## src/rtl/pbwd_pkg.sv

```systemverilog
// Shared types and constants for the protobuf wire stream decoder.
// Used by the parser, the result queue and the top level.
package pbwd_pkg;

   // Bit width of the largest length that a length-delimited field may carry.
   localparam int LENGTH_BITS = 32;

   localparam int RSP_DEPTH   = 4;
   localparam int RSP_PTR_W   = 2;
   localparam int RSP_CNT_W   = 3;

   localparam logic [3:0] VARINT_MAX_BYTES = 4'd10;

   localparam logic [2:0] WT_VARINT  = 3'd0;
   localparam logic [2:0] WT_FIXED64 = 3'd1;
   localparam logic [2:0] WT_LEN     = 3'd2;
   localparam logic [2:0] WT_FIXED32 = 3'd5;

   localparam logic [2:0] FLD_NONE   = 3'd0;
   localparam logic [2:0] FLD_STATUS = 3'd6;

   typedef enum logic [2:0] {
      PH_TAG,
      PH_VALUE,
      PH_LENGTH,
      PH_STRING,
      PH_SKIP
   } phase_type;

   typedef enum logic [2:0] {
      EV_VARINT,
      EV_STR_START,
      EV_STR_BYTE,
      EV_MSG_OK,
      EV_ERROR
   } evt_kind_type;

   typedef enum logic [2:0] {
      ERR_NONE,
      ERR_VARINT_LONG,
      ERR_WIRE_MISMATCH,
      ERR_BAD_WIRE,
      ERR_STATUS_RANGE,
      ERR_TRUNCATED
   } err_code_type;

   typedef struct packed {
      evt_kind_type kind;
      logic [2:0]   field_id;
      logic [63:0]  value;
      err_code_type err;
      logic         last;
   } evt_type;

   // Up to two events per input beat; vld1 is only set together with vld0.
   typedef struct packed {
      logic    vld0;
      logic    vld1;
      evt_type ev0;
      evt_type ev1;
   } evt_pair_type;

endpackage

```

## src/rtl/pbwd_intf.sv

```systemverilog
// Valid/ready channel interfaces for the decoder's byte input and event output.
// No dependencies beyond the payload widths of the wire format.
interface pbwd_req_if;
   logic       valid;
   logic       ready;
   logic [7:0] data_byte;
   logic       byte_present;
   logic       message_end;

   modport source (output valid, data_byte, byte_present, message_end, input ready);
   modport sink   (input valid, data_byte, byte_present, message_end, output ready);
endinterface

interface pbwd_rsp_if;
   logic        valid;
   logic        ready;
   logic [2:0]  event_kind;
   logic [2:0]  field_id;
   logic [63:0] field_value;
   logic [2:0]  error_code;
   logic        last_of_run;

   modport source (output valid, event_kind, field_id, field_value, error_code, last_of_run,
                   input ready);
   modport sink   (input valid, event_kind, field_id, field_value, error_code, last_of_run,
                   output ready);
endinterface

```

## src/rtl/protobuf_wire_stream_decoder.sv

```systemverilog
// Protobuf wire format stream decoder, one message byte per request beat.
//
// req_if carries data_byte, byte_present and message_end; a beat with
// byte_present low and message_end high closes a message without a byte.
// rsp_if carries events: varint field values (fields 1, 2, 6), string start
// and string bytes (fields 3, 4, 5, 7), message ok, and errors. Each request
// beat yields zero, one or two events; last_of_run marks the final one.
//
// Events are registered in the queue before being offered on rsp_if. One byte
// is taken per cycle while the queue has room. The parser updates all state in
// the cycle the byte is taken, and events go into a four-entry queue that
// drains one per cycle while rsp_if.ready is high.
// req_if.ready is high while the queue has two free entries; it does not look
// at rsp_if.ready, so a stalled receiver stops input before the queue fills.
// Reset clears parse state and empties the queue; no events are offered.
// After an error, bytes are dropped silently until the message end.
module protobuf_wire_stream_decoder (
   input  logic       clock,
   input  logic       reset,
   pbwd_req_if.sink   req_if,
   pbwd_rsp_if.source rsp_if
);

   pbwd_pkg::evt_pair_type evts;
   pbwd_pkg::evt_type      head;
   logic                   take;
   logic                   room;

   assign take          = req_if.valid && req_if.ready;
   assign req_if.ready  = room;

   pbwd_parser u_parser (
      .clock        (clock),
      .reset        (reset),
      .take         (take),
      .data_byte    (req_if.data_byte),
      .byte_present (req_if.byte_present),
      .message_end  (req_if.message_end),
      .evts         (evts)
   );

   pbwd_rsp_queue u_queue (
      .clock     (clock),
      .reset     (reset),
      .evts      (evts),
      .room      (room),
      .out_valid (rsp_if.valid),
      .out_ready (rsp_if.ready),
      .out_evt   (head)
   );

   assign rsp_if.event_kind  = head.kind;
   assign rsp_if.field_id    = head.field_id;
   assign rsp_if.field_value = head.value;
   assign rsp_if.error_code  = head.err;
   assign rsp_if.last_of_run = head.last;

endmodule

```

## src/rtl/pbwd_parser.sv

```systemverilog
// Wire format parse state and per-beat event generation.
// Depends on pbwd_pkg for the phase, event and error types.
module pbwd_parser (
   input  logic                  clock,
   input  logic                  reset,
   input  logic                  take,
   input  logic [7:0]            data_byte,
   input  logic                  byte_present,
   input  logic                  message_end,
   output pbwd_pkg::evt_pair_type evts
);

   localparam int LB = pbwd_pkg::LENGTH_BITS;

   pbwd_pkg::phase_type phase_ff, phase_in, phase_mid;
   logic [63:0]         acc_ff, acc_in, acc_mid;
   logic [3:0]          cnt_ff, cnt_in, cnt_mid;
   logic [2:0]          field_ff, field_in, field_mid;
   logic [LB-1:0]       rem_ff, rem_in, rem_mid;
   logic                err_ff, err_in, err_mid;

   logic                byte_fire, end_fire, in_data, cont, too_long;
   logic [6:0]          shamt;
   logic [63:0]         acc_new;
   logic [3:0]          cnt_inc;
   logic [LB-1:0]       rem_dec;
   logic                status_range, len_over;
   logic [2:0]          tag_fid, tag_wt;
   logic                tag_err;
   pbwd_pkg::err_code_type tag_code;
   pbwd_pkg::phase_type tag_phase;
   logic [LB-1:0]       tag_rem;
   logic                bev_vld, eev_vld;
   pbwd_pkg::evt_type   bev, eev;

   assign byte_fire    = take && byte_present && !err_ff;
   assign end_fire     = take && message_end;
   assign in_data      = (phase_ff == pbwd_pkg::PH_STRING) || (phase_ff == pbwd_pkg::PH_SKIP);
   assign cont         = data_byte[7];
   assign shamt        = 7'({cnt_ff, 3'b000}) - 7'(cnt_ff);
   assign acc_new      = acc_ff | (64'(data_byte[6:0]) << shamt);
   assign cnt_inc      = cnt_ff + 4'd1;
   assign too_long     = cont && (cnt_inc >= pbwd_pkg::VARINT_MAX_BYTES);
   assign rem_dec      = rem_ff - LB'(1);
   assign status_range = (field_ff == pbwd_pkg::FLD_STATUS) && (acc_new[63:31] != '0);
   assign len_over     = (acc_new >> LB) != 64'd0;

   // Tag decode: field number 1..7 only when the whole number is small.
   assign tag_fid = (acc_new[63:6] == '0) ? acc_new[5:3] : pbwd_pkg::FLD_NONE;
   assign tag_wt  = acc_new[2:0];

   always_comb begin
      tag_err   = 1'b0;
      tag_code  = pbwd_pkg::ERR_NONE;
      tag_phase = pbwd_pkg::PH_TAG;
      tag_rem   = rem_ff;
      if (tag_fid inside {3'd1, 3'd2, pbwd_pkg::FLD_STATUS}) begin
         if (tag_wt == pbwd_pkg::WT_VARINT) begin
            tag_phase = pbwd_pkg::PH_VALUE;
         end else begin
            tag_err  = 1'b1;
            tag_code = pbwd_pkg::ERR_WIRE_MISMATCH;
         end
      end else if (tag_fid != pbwd_pkg::FLD_NONE) begin
         if (tag_wt == pbwd_pkg::WT_LEN) begin
            tag_phase = pbwd_pkg::PH_LENGTH;
         end else begin
            tag_err  = 1'b1;
            tag_code = pbwd_pkg::ERR_WIRE_MISMATCH;
         end
      end else begin
         case (tag_wt)
            pbwd_pkg::WT_VARINT: begin
               tag_phase = pbwd_pkg::PH_VALUE;
            end
            pbwd_pkg::WT_FIXED64: begin
               tag_phase = pbwd_pkg::PH_SKIP;
               tag_rem   = LB'(8);
            end
            pbwd_pkg::WT_LEN: begin
               tag_phase = pbwd_pkg::PH_LENGTH;
            end
            pbwd_pkg::WT_FIXED32: begin
               tag_phase = pbwd_pkg::PH_SKIP;
               tag_rem   = LB'(4);
            end
            default: begin
               tag_err  = 1'b1;
               tag_code = pbwd_pkg::ERR_BAD_WIRE;
            end
         endcase
      end
   end

   // Next state: first the effect of the byte, then the message end.
   always_comb begin
      phase_mid = phase_ff;
      acc_mid   = acc_ff;
      cnt_mid   = cnt_ff;
      field_mid = field_ff;
      rem_mid   = rem_ff;
      err_mid   = err_ff;
      if (byte_fire) begin
         if (in_data) begin
            rem_mid = rem_dec;
            if (rem_dec == '0) begin
               phase_mid = pbwd_pkg::PH_TAG;
            end
         end else if (cont) begin
            acc_mid = acc_new;
            cnt_mid = cnt_inc;
            err_mid = too_long;
         end else begin
            acc_mid = '0;
            cnt_mid = '0;
            case (phase_ff)
               pbwd_pkg::PH_TAG: begin
                  field_mid = tag_fid;
                  if (tag_err) begin
                     err_mid = 1'b1;
                  end else begin
                     phase_mid = tag_phase;
                     rem_mid   = tag_rem;
                  end
               end
               pbwd_pkg::PH_VALUE: begin
                  if (status_range) begin
                     err_mid = 1'b1;
                  end else begin
                     phase_mid = pbwd_pkg::PH_TAG;
                  end
               end
               pbwd_pkg::PH_LENGTH: begin
                  if (len_over) begin
                     err_mid = 1'b1;
                  end else begin
                     rem_mid = acc_new[LB-1:0];
                     if (acc_new == 64'd0) begin
                        phase_mid = pbwd_pkg::PH_TAG;
                     end else if (field_ff != pbwd_pkg::FLD_NONE) begin
                        phase_mid = pbwd_pkg::PH_STRING;
                     end else begin
                        phase_mid = pbwd_pkg::PH_SKIP;
                     end
                  end
               end
               default: begin
               end
            endcase
         end
      end

      if (end_fire) begin
         phase_in = pbwd_pkg::PH_TAG;
         acc_in   = '0;
         cnt_in   = '0;
         field_in = pbwd_pkg::FLD_NONE;
         rem_in   = '0;
         err_in   = 1'b0;
      end else begin
         phase_in = phase_mid;
         acc_in   = acc_mid;
         cnt_in   = cnt_mid;
         field_in = field_mid;
         rem_in   = rem_mid;
         err_in   = err_mid;
      end
   end

   // Events: the byte's event, then the end-of-message report.
   always_comb begin
      bev_vld = 1'b0;
      bev     = '0;
      if (byte_fire) begin
         if (in_data) begin
            if (phase_ff == pbwd_pkg::PH_STRING) begin
               bev_vld      = 1'b1;
               bev.kind     = pbwd_pkg::EV_STR_BYTE;
               bev.field_id = field_ff;
               bev.value    = 64'(data_byte);
            end
         end else if (cont) begin
            if (too_long) begin
               bev_vld      = 1'b1;
               bev.kind     = pbwd_pkg::EV_ERROR;
               bev.field_id = (phase_ff == pbwd_pkg::PH_TAG) ? pbwd_pkg::FLD_NONE : field_ff;
               bev.err      = pbwd_pkg::ERR_VARINT_LONG;
            end
         end else begin
            case (phase_ff)
               pbwd_pkg::PH_TAG: begin
                  if (tag_err) begin
                     bev_vld      = 1'b1;
                     bev.kind     = pbwd_pkg::EV_ERROR;
                     bev.field_id = tag_fid;
                     bev.err      = tag_code;
                  end
               end
               pbwd_pkg::PH_VALUE: begin
                  if (status_range) begin
                     bev_vld      = 1'b1;
                     bev.kind     = pbwd_pkg::EV_ERROR;
                     bev.field_id = field_ff;
                     bev.err      = pbwd_pkg::ERR_STATUS_RANGE;
                  end else if (field_ff != pbwd_pkg::FLD_NONE) begin
                     bev_vld      = 1'b1;
                     bev.kind     = pbwd_pkg::EV_VARINT;
                     bev.field_id = field_ff;
                     bev.value    = acc_new;
                  end
               end
               pbwd_pkg::PH_LENGTH: begin
                  if (len_over) begin
                     bev_vld      = 1'b1;
                     bev.kind     = pbwd_pkg::EV_ERROR;
                     bev.field_id = field_ff;
                     bev.err      = pbwd_pkg::ERR_TRUNCATED;
                  end else if (field_ff != pbwd_pkg::FLD_NONE) begin
                     bev_vld      = 1'b1;
                     bev.kind     = pbwd_pkg::EV_STR_START;
                     bev.field_id = field_ff;
                     bev.value    = acc_new;
                  end
               end
               default: begin
               end
            endcase
         end
      end

      // An error raised before or by this beat suppresses the end report.
      eev_vld = end_fire && !err_mid;
      eev     = '0;
      if ((phase_mid == pbwd_pkg::PH_TAG) && (cnt_mid == '0)) begin
         eev.kind = pbwd_pkg::EV_MSG_OK;
      end else begin
         eev.kind     = pbwd_pkg::EV_ERROR;
         eev.field_id = (phase_mid == pbwd_pkg::PH_TAG) ? pbwd_pkg::FLD_NONE : field_mid;
         eev.err      = pbwd_pkg::ERR_TRUNCATED;
      end
      eev.last = 1'b1;
      bev.last = !eev_vld;

      evts.vld0 = bev_vld || eev_vld;
      evts.vld1 = bev_vld && eev_vld;
      evts.ev0  = bev_vld ? bev : eev;
      evts.ev1  = eev;
   end

   always_ff @(posedge clock) begin
      if (reset) begin
         phase_ff <= pbwd_pkg::PH_TAG;
         acc_ff   <= '0;
         cnt_ff   <= '0;
         field_ff <= pbwd_pkg::FLD_NONE;
         rem_ff   <= '0;
         err_ff   <= 1'b0;
      end else if (take) begin
         phase_ff <= phase_in;
         acc_ff   <= acc_in;
         cnt_ff   <= cnt_in;
         field_ff <= field_in;
         rem_ff   <= rem_in;
         err_ff   <= err_in;
      end
   end

   a_pair_order: assert property (@(posedge clock) disable iff (reset)
      evts.vld1 |-> evts.vld0 && !evts.ev0.last && evts.ev1.last)
      else $error("second event without a first, or last flag misplaced");

   a_quiet_after_error: assert property (@(posedge clock) disable iff (reset)
      err_ff |-> !evts.vld0)
      else $error("event produced while an error is latched");

   a_end_clears: assert property (@(posedge clock) disable iff (reset)
      end_fire |=> (phase_ff == pbwd_pkg::PH_TAG) && (cnt_ff == '0) && !err_ff)
      else $error("parse state not cleared after message end");

   a_varint_bound: assert property (@(posedge clock) disable iff (reset)
      !err_ff |-> cnt_ff < pbwd_pkg::VARINT_MAX_BYTES)
      else $error("varint byte count past limit without an error");

endmodule

```

## src/rtl/pbwd_rsp_queue.sv

```systemverilog
// Small result queue: takes up to two events a cycle, delivers one per beat.
// Depends on pbwd_pkg for the event types and queue sizing.
module pbwd_rsp_queue (
   input  logic                   clock,
   input  logic                   reset,
   input  pbwd_pkg::evt_pair_type evts,
   output logic                   room,
   output logic                   out_valid,
   input  logic                   out_ready,
   output pbwd_pkg::evt_type      out_evt
);

   pbwd_pkg::evt_type mem [pbwd_pkg::RSP_DEPTH];

   logic [pbwd_pkg::RSP_PTR_W-1:0] wptr_ff, wptr_in, rptr_ff, rptr_in, wptr_nxt;
   logic [pbwd_pkg::RSP_CNT_W-1:0] cnt_ff, cnt_in, push_n;
   logic                           pop;

   assign push_n    = pbwd_pkg::RSP_CNT_W'(evts.vld0) + pbwd_pkg::RSP_CNT_W'(evts.vld1);
   assign out_valid = cnt_ff != '0;
   assign pop       = out_valid && out_ready;
   assign out_evt   = mem[rptr_ff];
   // Accept a beat only with room for both of its possible events.
   assign room      = cnt_ff <= pbwd_pkg::RSP_CNT_W'(pbwd_pkg::RSP_DEPTH - 2);
   assign wptr_nxt  = wptr_ff + pbwd_pkg::RSP_PTR_W'(1);
   assign wptr_in   = wptr_ff + push_n[pbwd_pkg::RSP_PTR_W-1:0];
   assign rptr_in   = rptr_ff + pbwd_pkg::RSP_PTR_W'(pop);
   assign cnt_in    = cnt_ff + push_n - pbwd_pkg::RSP_CNT_W'(pop);

   always_ff @(posedge clock) begin
      if (reset) begin
         wptr_ff <= '0;
         rptr_ff <= '0;
         cnt_ff  <= '0;
      end else begin
         wptr_ff <= wptr_in;
         rptr_ff <= rptr_in;
         cnt_ff  <= cnt_in;
      end
   end

   always_ff @(posedge clock) begin
      if (evts.vld0) begin
         mem[wptr_ff] <= evts.ev0;
      end
      if (evts.vld1) begin
         mem[wptr_nxt] <= evts.ev1;
      end
   end

   a_no_overflow: assert property (@(posedge clock) disable iff (reset)
      cnt_ff <= pbwd_pkg::RSP_CNT_W'(pbwd_pkg::RSP_DEPTH))
      else $error("result queue overflow");

   a_push_fits: assert property (@(posedge clock) disable iff (reset)
      evts.vld0 |-> room)
      else $error("events pushed without room");

   a_drain_step: assert property (@(posedge clock) disable iff (reset)
      (pop && !evts.vld0) |=> cnt_ff == $past(cnt_ff) - pbwd_pkg::RSP_CNT_W'(1))
      else $error("queue count did not drop after a lone pop");

endmodule

```

## src/flat_wrapper.sv

```systemverilog
// flat-port wrapper written by rule: the top's interface ports become plain ports
module protobuf_wire_stream_decoder_flat 
  (clock, reset, req_if_valid, req_if_data_byte, req_if_byte_present, req_if_message_end, req_if_ready, rsp_if_valid, rsp_if_event_kind, rsp_if_field_id, rsp_if_field_value, rsp_if_error_code, rsp_if_last_of_run, rsp_if_ready);
  pbwd_req_if req_if_i ();
  pbwd_rsp_if rsp_if_i ();
  input  logic clock;
  input  logic reset;
  input wire logic [$bits(req_if_i.valid)-1:0] req_if_valid;
  input wire logic [$bits(req_if_i.data_byte)-1:0] req_if_data_byte;
  input wire logic [$bits(req_if_i.byte_present)-1:0] req_if_byte_present;
  input wire logic [$bits(req_if_i.message_end)-1:0] req_if_message_end;
  output wire logic [$bits(req_if_i.ready)-1:0] req_if_ready;
  output wire logic [$bits(rsp_if_i.valid)-1:0] rsp_if_valid;
  output wire logic [$bits(rsp_if_i.event_kind)-1:0] rsp_if_event_kind;
  output wire logic [$bits(rsp_if_i.field_id)-1:0] rsp_if_field_id;
  output wire logic [$bits(rsp_if_i.field_value)-1:0] rsp_if_field_value;
  output wire logic [$bits(rsp_if_i.error_code)-1:0] rsp_if_error_code;
  output wire logic [$bits(rsp_if_i.last_of_run)-1:0] rsp_if_last_of_run;
  input wire logic [$bits(rsp_if_i.ready)-1:0] rsp_if_ready;
  assign req_if_i.valid = req_if_valid;
  assign req_if_i.data_byte = req_if_data_byte;
  assign req_if_i.byte_present = req_if_byte_present;
  assign req_if_i.message_end = req_if_message_end;
  assign req_if_ready = req_if_i.ready;
  assign rsp_if_valid = rsp_if_i.valid;
  assign rsp_if_event_kind = rsp_if_i.event_kind;
  assign rsp_if_field_id = rsp_if_i.field_id;
  assign rsp_if_field_value = rsp_if_i.field_value;
  assign rsp_if_error_code = rsp_if_i.error_code;
  assign rsp_if_last_of_run = rsp_if_i.last_of_run;
  assign rsp_if_i.ready = rsp_if_ready;
  protobuf_wire_stream_decoder u_core (.clock(clock), .reset(reset), .req_if(req_if_i), .rsp_if(rsp_if_i));
endmodule
```

## config.mk

```make
export PLATFORM = sky130hd
export DESIGN_NAME = protobuf_wire_stream_decoder_flat
export DESIGN_NICKNAME = d
export VERILOG_FILES = /design/src/rtl/pbwd_pkg.sv /design/src/rtl/pbwd_intf.sv /design/src/rtl/protobuf_wire_stream_decoder.sv /design/src/rtl/pbwd_parser.sv /design/src/rtl/pbwd_rsp_queue.sv /design/src/flat_wrapper.sv
export SDC_FILE = /design/constraint.sdc
export NUM_CORES = 1
export LEC_CHECK = 0
export ABC_AREA = 1
export ABC_CLOCK_PERIOD_IN_PS = 9420
export BUFFER_PORTS_ARGS = -buffer_cell sky130_fd_sc_hd__buf_2
export CAP_MARGIN = 20
export CORE_UTILIZATION = 60
export DETAILED_ROUTE_END_ITERATION = 6
export GPL_ROUTABILITY_DRIVEN = 0
export PLACE_DENSITY = 0.82
export SYNTH_ARGS = -nofsm -noshare
export SYNTH_HDL_FRONTEND = slang
export SYNTH_SLANG_ARGS = --single-unit
export TNS_END_PERCENT = 10
```

## constraint.sdc

```tcl
create_clock -name clock -period 9.42 [get_ports clock]
set_input_delay 1.413 -clock clock [delete_from_list [all_inputs] [get_ports clock]]
set_output_delay 1.413 -clock clock [all_outputs]
set_load 0.01 [all_outputs]
```

* Word level (Yosys, flattened, before mapping)
Memory sizes are Yosys's and may differ from the RTL's. A register that Yosys moved wholly into a read port is not among the register bits.
Cells that the tools add are included.
** Storage, ports and cells
- Register bits :: 114
- Memories kept :: 1
- RAM bits :: 296
- Output and inout bits :: 76
** Operators by class
- Bitwise gates (word level) :: 1
- Mux-type cells :: 101
- Reductions and logical operators :: 34
- Equality and inequality tests :: 18
- Magnitude comparators :: 2
- Shift-type cells :: 1
- Add/sub/neg operators :: 9
** Memories
- u_core.u_queue.mem :: depth 4, bits a word 74, read ports 1, clocked after memory_dff 1, wr ports 2, line pbwd_rsp_queue.sv:13 : pbwd_pkg::evt_type mem [pbwd_pkg::RSP_DEPTH];
** Operators by type and width (count)
- 64-bit two-way mux :: 7
- 32-bit two-way mux :: 8
- 32-bit case mux with 2 select lines :: 2
- 64-bit case mux with 2 select lines :: 1
- 3-bit two-way mux :: 30
- 74-bit two-way mux :: 1
- 73-bit two-way mux :: 1
- 70-bit two-way mux :: 1
- 69-bit two-way mux :: 1
- 68-bit two-way mux :: 1
- 67-bit two-way mux :: 1
- 64-bit logical NOT :: 1
- 64-bit OR :: 1
- 64-bit nonzero test :: 1
- 7-bit by 7-bit << shifter with 64-bit output :: 1
- 58-bit logical NOT :: 1
- 33-bit nonzero test :: 1
- 32-bit logical NOT :: 1
- 32-bit by 1-bit subtractor with 32-bit output (second input constant) :: 1
- 6-bit two-way mux :: 5
- 1-bit two-way mux :: 27
- 3-bit case mux with 3 select lines :: 3
- 6-bit case mux with 3 select lines :: 1
- 4-bit two-way mux :: 4
- 31 further kinds :: 64

* Longest topological paths before layout
- Word-level depth :: 19
- Mapped depth :: 38
- Mapped depth without buffers :: 36

* Hierarchy
A second synthesis with hierarchy kept.
** Unflattened totals
- Cell total of the unflattened synthesis :: 2896
- Area total of the unflattened synthesis :: 23239.8 µm²
** Modules (own cells, without submodules)
- pbwd_rsp_queue :: cells an instance 1506, area each 14507.7 µm², instances 1
- pbwd_parser :: cells an instance 1388, area each 8724.6 µm², instances 1
- protobuf_wire_stream_decoder :: cells an instance 2, area each 7.5 µm², instances 1

* Worst setup path before layout
Ideal clock, no wire load.
- Kind :: input -> register
- Start point :: input port req_if_data_byte[5]
- End point :: memory u_core.u_queue.mem[3][46] in the netlist's numbering
- Arrival time :: 5657 ps
- Path buffers :: 3
- Stages on the path :: 30
- Library setup time :: 132 ps
- Slack :: 3632 ps
- Cell sequence :: nand2_1 > nand3_1 > nand3_1 > inv_1 > nand2_1 > nand2_1 > a31oi_1 > nand2_1 > nor2_1 > nand3_1 > nor2_2 > nand4_1 > nand2_1 > nand2_1 > nand3_1 > inv_2 > o31ai_1 > nand2_1 > nor2_1 > inv_1 > ha_1 > nor3_1 > inv_1 > clkbuf_1 > nand2_1 > inv_1 > clkbuf_1 > clkbuf_1 > nand2_1 > o21ai_0
** RTL lines
- start, declared :: line flat_wrapper.sv:9 : input wire logic [$bits(req_if_i.data_byte)-1:0] req_if_data_byte;
- end, declared :: line pbwd_rsp_queue.sv:13

==> flow_metrics.env <==
export IMPL_relSlewSlack_pct=26.43
export IMPL_worstPathArrival_ns=8.29
export IMPL_ys_ff_latch=410
export IMPL_grt_overflow_total=0
export IMPL_power_leakage_nw=8.373
export IMPL_initial_utilization_pct=61.04
export IMPL_finalWorstSetupSlack_ns=1.522
export IMPL_cts_resized=0
export IMPL_critPathRequiredTime_ns=9.81
export IMPL_p_total_mw=5.711
export IMPL_period_share_pct=83.84
export IMPL_power_switching_mw=2.309
export IMPL_swShare_pct=40.43
export IMPL_clk_pin_slew_ns=0.06
export IMPL_ioPinCount=90
export IMPL_synth_top_area_share_pct=39.19
export IMPL_rows=65
export IMPL_grt_first_pass_wirelength_mm=92.18
export IMPL_status="finished, violations left"
export IMPL_finClkSkew_ns=0.03115
export IMPL_grt_busiest_layer="met2"
export IMPL_syn_area_um2=19310
export IMPL_critical_path_max_stage_delay_ns=0.88
export IMPL_firstDrtPassIters=7
export IMPL_fin_cells=3145
export IMPL_pwr_share_seq_pct=33.3
export IMPL_grt_max_degree=97
export IMPL_pre_cts_ws_ns=1.789
export IMPL_timing_setup_tns_ns=0
export IMPL_ys_types=48
export IMPL_numPortBuffers=89
export IMPL_cts_tree="done"
export IMPL_dieArea_um2=32910
export IMPL_slowest_stage="nor3_1"
export IMPL_cts_sinks=410
export IMPL_async_flop_share_pct=0
export IMPL_drc=1
export IMPL_drv_cap=0
export IMPL_final_cell_area_um2=21110
export IMPL_grtUsageMet3_pct=6.358
export IMPL_place_area_um2=19720
export IMPL_max_freq_mhz=126.6
export IMPL_layout_drive_gt1_share_pct=8.349
export IMPL_groute_usage_overall_pct=34.39
export IMPL_path_common_cell="nand2_1"
export IMPL_yosysTopAreaCell="dfxtp_1"
export IMPL_cts_root_buf="clkbuf_16"
export IMPL_rsz0062_at_grt="no"
export IMPL_synthTopCellsByCount="726 x nand2_1, 378 x dfxtp_1, 324 x o21ai_0"
export IMPL_grt_pass1_vias=17820
export IMPL_placed_cells=3067
export IMPL_cts_htree_levels=2
export IMPL_die_h_um=181.4
export IMPL_ctsHoldBuffers=0
export IMPL_p_per_area_nw_per_um2=270.5
export IMPL_timing_final_crit_period_ns=7.898
export IMPL_ir_worst_vdd_uv=162.2
export IMPL_startpoint_type="register"
export IMPL_clk_latency_ns=0.56
export IMPL_synth_most_common_cell="nand2_1"
export IMPL_synth_area_leaders="dfxtp_1 39%, nand2_1 14%, o21ai_0 8.4%"
export IMPL_core_area_um2=31640
export IMPL_drtIter0Drc=2901
export IMPL_synthFlopType="dfxtp_1"
export IMPL_antenna_found_initial=2
export IMPL_grt_util_met2_pct=54.29
export IMPL_combPwrFrac_pct=37.7
export IMPL_routedWlPerCell_um=18.49
export IMPL_synth_edf_count=32
export IMPL_crit_type="register to register"
export IMPL_fin_nets=2739
export IMPL_post_cts_buffers=0
export IMPL_fill_cells=2620
export IMPL_clock_path_buffers=3
export IMPL_yosysWarningCount=0
export IMPL_die_w_um=181.4
export IMPL_syn_area_per_cell_um2=7.087
export IMPL_synth_cells=2725
export IMPL_hp_class="register to register"
export IMPL_vias_per_cell=6.209
export IMPL_cts_buffers=42
export IMPL_endpoint_kind="register"
export IMPL_violations="DRC"
export IMPL_met1_usage_pct=46.87
export IMPL_path_max_fanout=66
export IMPL_setup_viol_count_final=0
export IMPL_area_growth_pct=9.317
export IMPL_dr_total_vias=19530
export IMPL_synth_nets=2754
export IMPL_tightest_slew_ns=1.101
export IMPL_wirelength_mm=58.16
export IMPL_ant_nets=0
export IMPL_num_antenna_cells=0
export IMPL_p_int_mw=3.402
export IMPL_power_frac_clock_pct=29.1
export IMPL_drv_slew=0
export IMPL_hpwlAfterDp_mm=37.16
export IMPL_seq_area_frac_synth_pct=44.16
export IMPL_hold_viol=0
## layer usage
metal | up-vias | share of wire [%]
met2 | 1235 | 44
li1 | 9089 | -
met5 | - | 0
met1 | 9027 | 41
met4 | 0 | 3.4
met3 | 176 | 12
## worst max-delay path, delay by kind of cell (launching register included)
| kind | cells | cell delay (ns) |
|---|---|---|
| buf+inv | 8 | 1.65 |
| flops | 1 | 0.61 |
| simple gates | 17 | 3.49 |
| compound gates | 4 | 1.30 |
| fa+ha+maj | 2 | 0.59 |
## area by class of cell
type	instances	area [um^2]	share of cell area, %
tap	402	503.0	2.383
sequential	410	8533	40.42
clock inverter	10	107.6	0.5097
multi-input combinational	1985	9487	44.94
timing repair buffer	109	593.1	2.809
clock buffer	67	1276	6.046
inverter	162	610.6	2.892
## power groups by stage
stage / logic, mW / clock network (mW) / registers (mW)
2_1_floorplan: 1.51 / 0 / 1.88
3_3_place_gp: 2.04 / 0 / 1.93
3_5_place_dp: 2.08 / 0 / 1.93
4_1_cts: 2.09 / 1.66 / 1.90
5_1_grt: 2.33 / 1.74 / 1.91
6_report: 2.15 / 1.66 / 1.90
## state kept, by name (all words and copies together) (netlist names)
signal	cells
u_core.u_queue.cnt_ff	3
u_core.u_parser.acc_ff	64
u_core.u_parser.field_ff	3
u_core.u_parser.cnt_ff	4
u_core.u_queue.rptr_ff	2
u_core.u_parser.phase_ff	3
u_core.u_parser.err_ff	1
u_core.u_queue.mem	296
u_core.u_queue.wptr_ff	2
u_core.u_parser.rem_ff	32
## cell usage in the layout (no fill, tap or decap), types with 10 or more instances in the layout
cell type	n
o22ai_1	106
inv_2	19
buf_4	19
o21ai_1	132
nand3_1	110
nor3_1	28
a211oi_1	35
nand2_1	726
clkbuf_8	11
dfxtp_1	376
nand4_1	28
xor2_1	29
nor2_1	284
ha_1	14
edfxtp_1	32
a221oi_1	15
o21bai_1	20
clkbuf_1	13
inv_1	138
clkbuf_16	43
a21oi_1	61
o21ai_0	324
nand2_2	10
buf_2	90
## per-stage QoR
stage / hold slack [ns] / util (%)
2_1_floorplan: 0.4231 / -
3_3_place_gp: 0.4331 / 62.34
3_5_place_dp: 0.4393 / 62.34
4_1_cts: 0.4547 / 66.71
5_1_grt: 0.4710 / 66.73
6_report: 0.4550 / 66.73
## logic make-up (layout without fill, tap and decap cells)
logic type | Yosys count | count (layout) | synth area share, %
AOI/OAI and AO/OA | 711 | 711 | 20.38
xor gates and xnor gates | 36 | 36 | 1.711
buffers and inverters | 330 | 348 | 6.751
and+or+nand+nor | 1223 | 1223 | 25.99
adders and majority gates | 15 | 15 | 1.011
DFF | 410 | 410 | 44.16
## worst paths after layout
path                                     startpoint  cells past startpoint  slack (ns)                                endpoint
min          u_core.u_queue.mem[1][19]$_SDFFE_PP0P_                      2        0.45  u_core.u_queue.mem[1][19]$_SDFFE_PP0P_
max          u_core.u_parser.cnt_ff[0]$_SDFFE_PP0P_                     31        1.52  u_core.u_queue.mem[3][15]$_SDFFE_PP0P_
min reg2reg  u_core.u_queue.mem[1][19]$_SDFFE_PP0P_                      2        0.45  u_core.u_queue.mem[1][19]$_SDFFE_PP0P_
max reg2reg  u_core.u_parser.cnt_ff[0]$_SDFFE_PP0P_                     31        1.52  u_core.u_queue.mem[3][15]$_SDFFE_PP0P_
No activity file was read; power rests on OpenSTA's default activity.
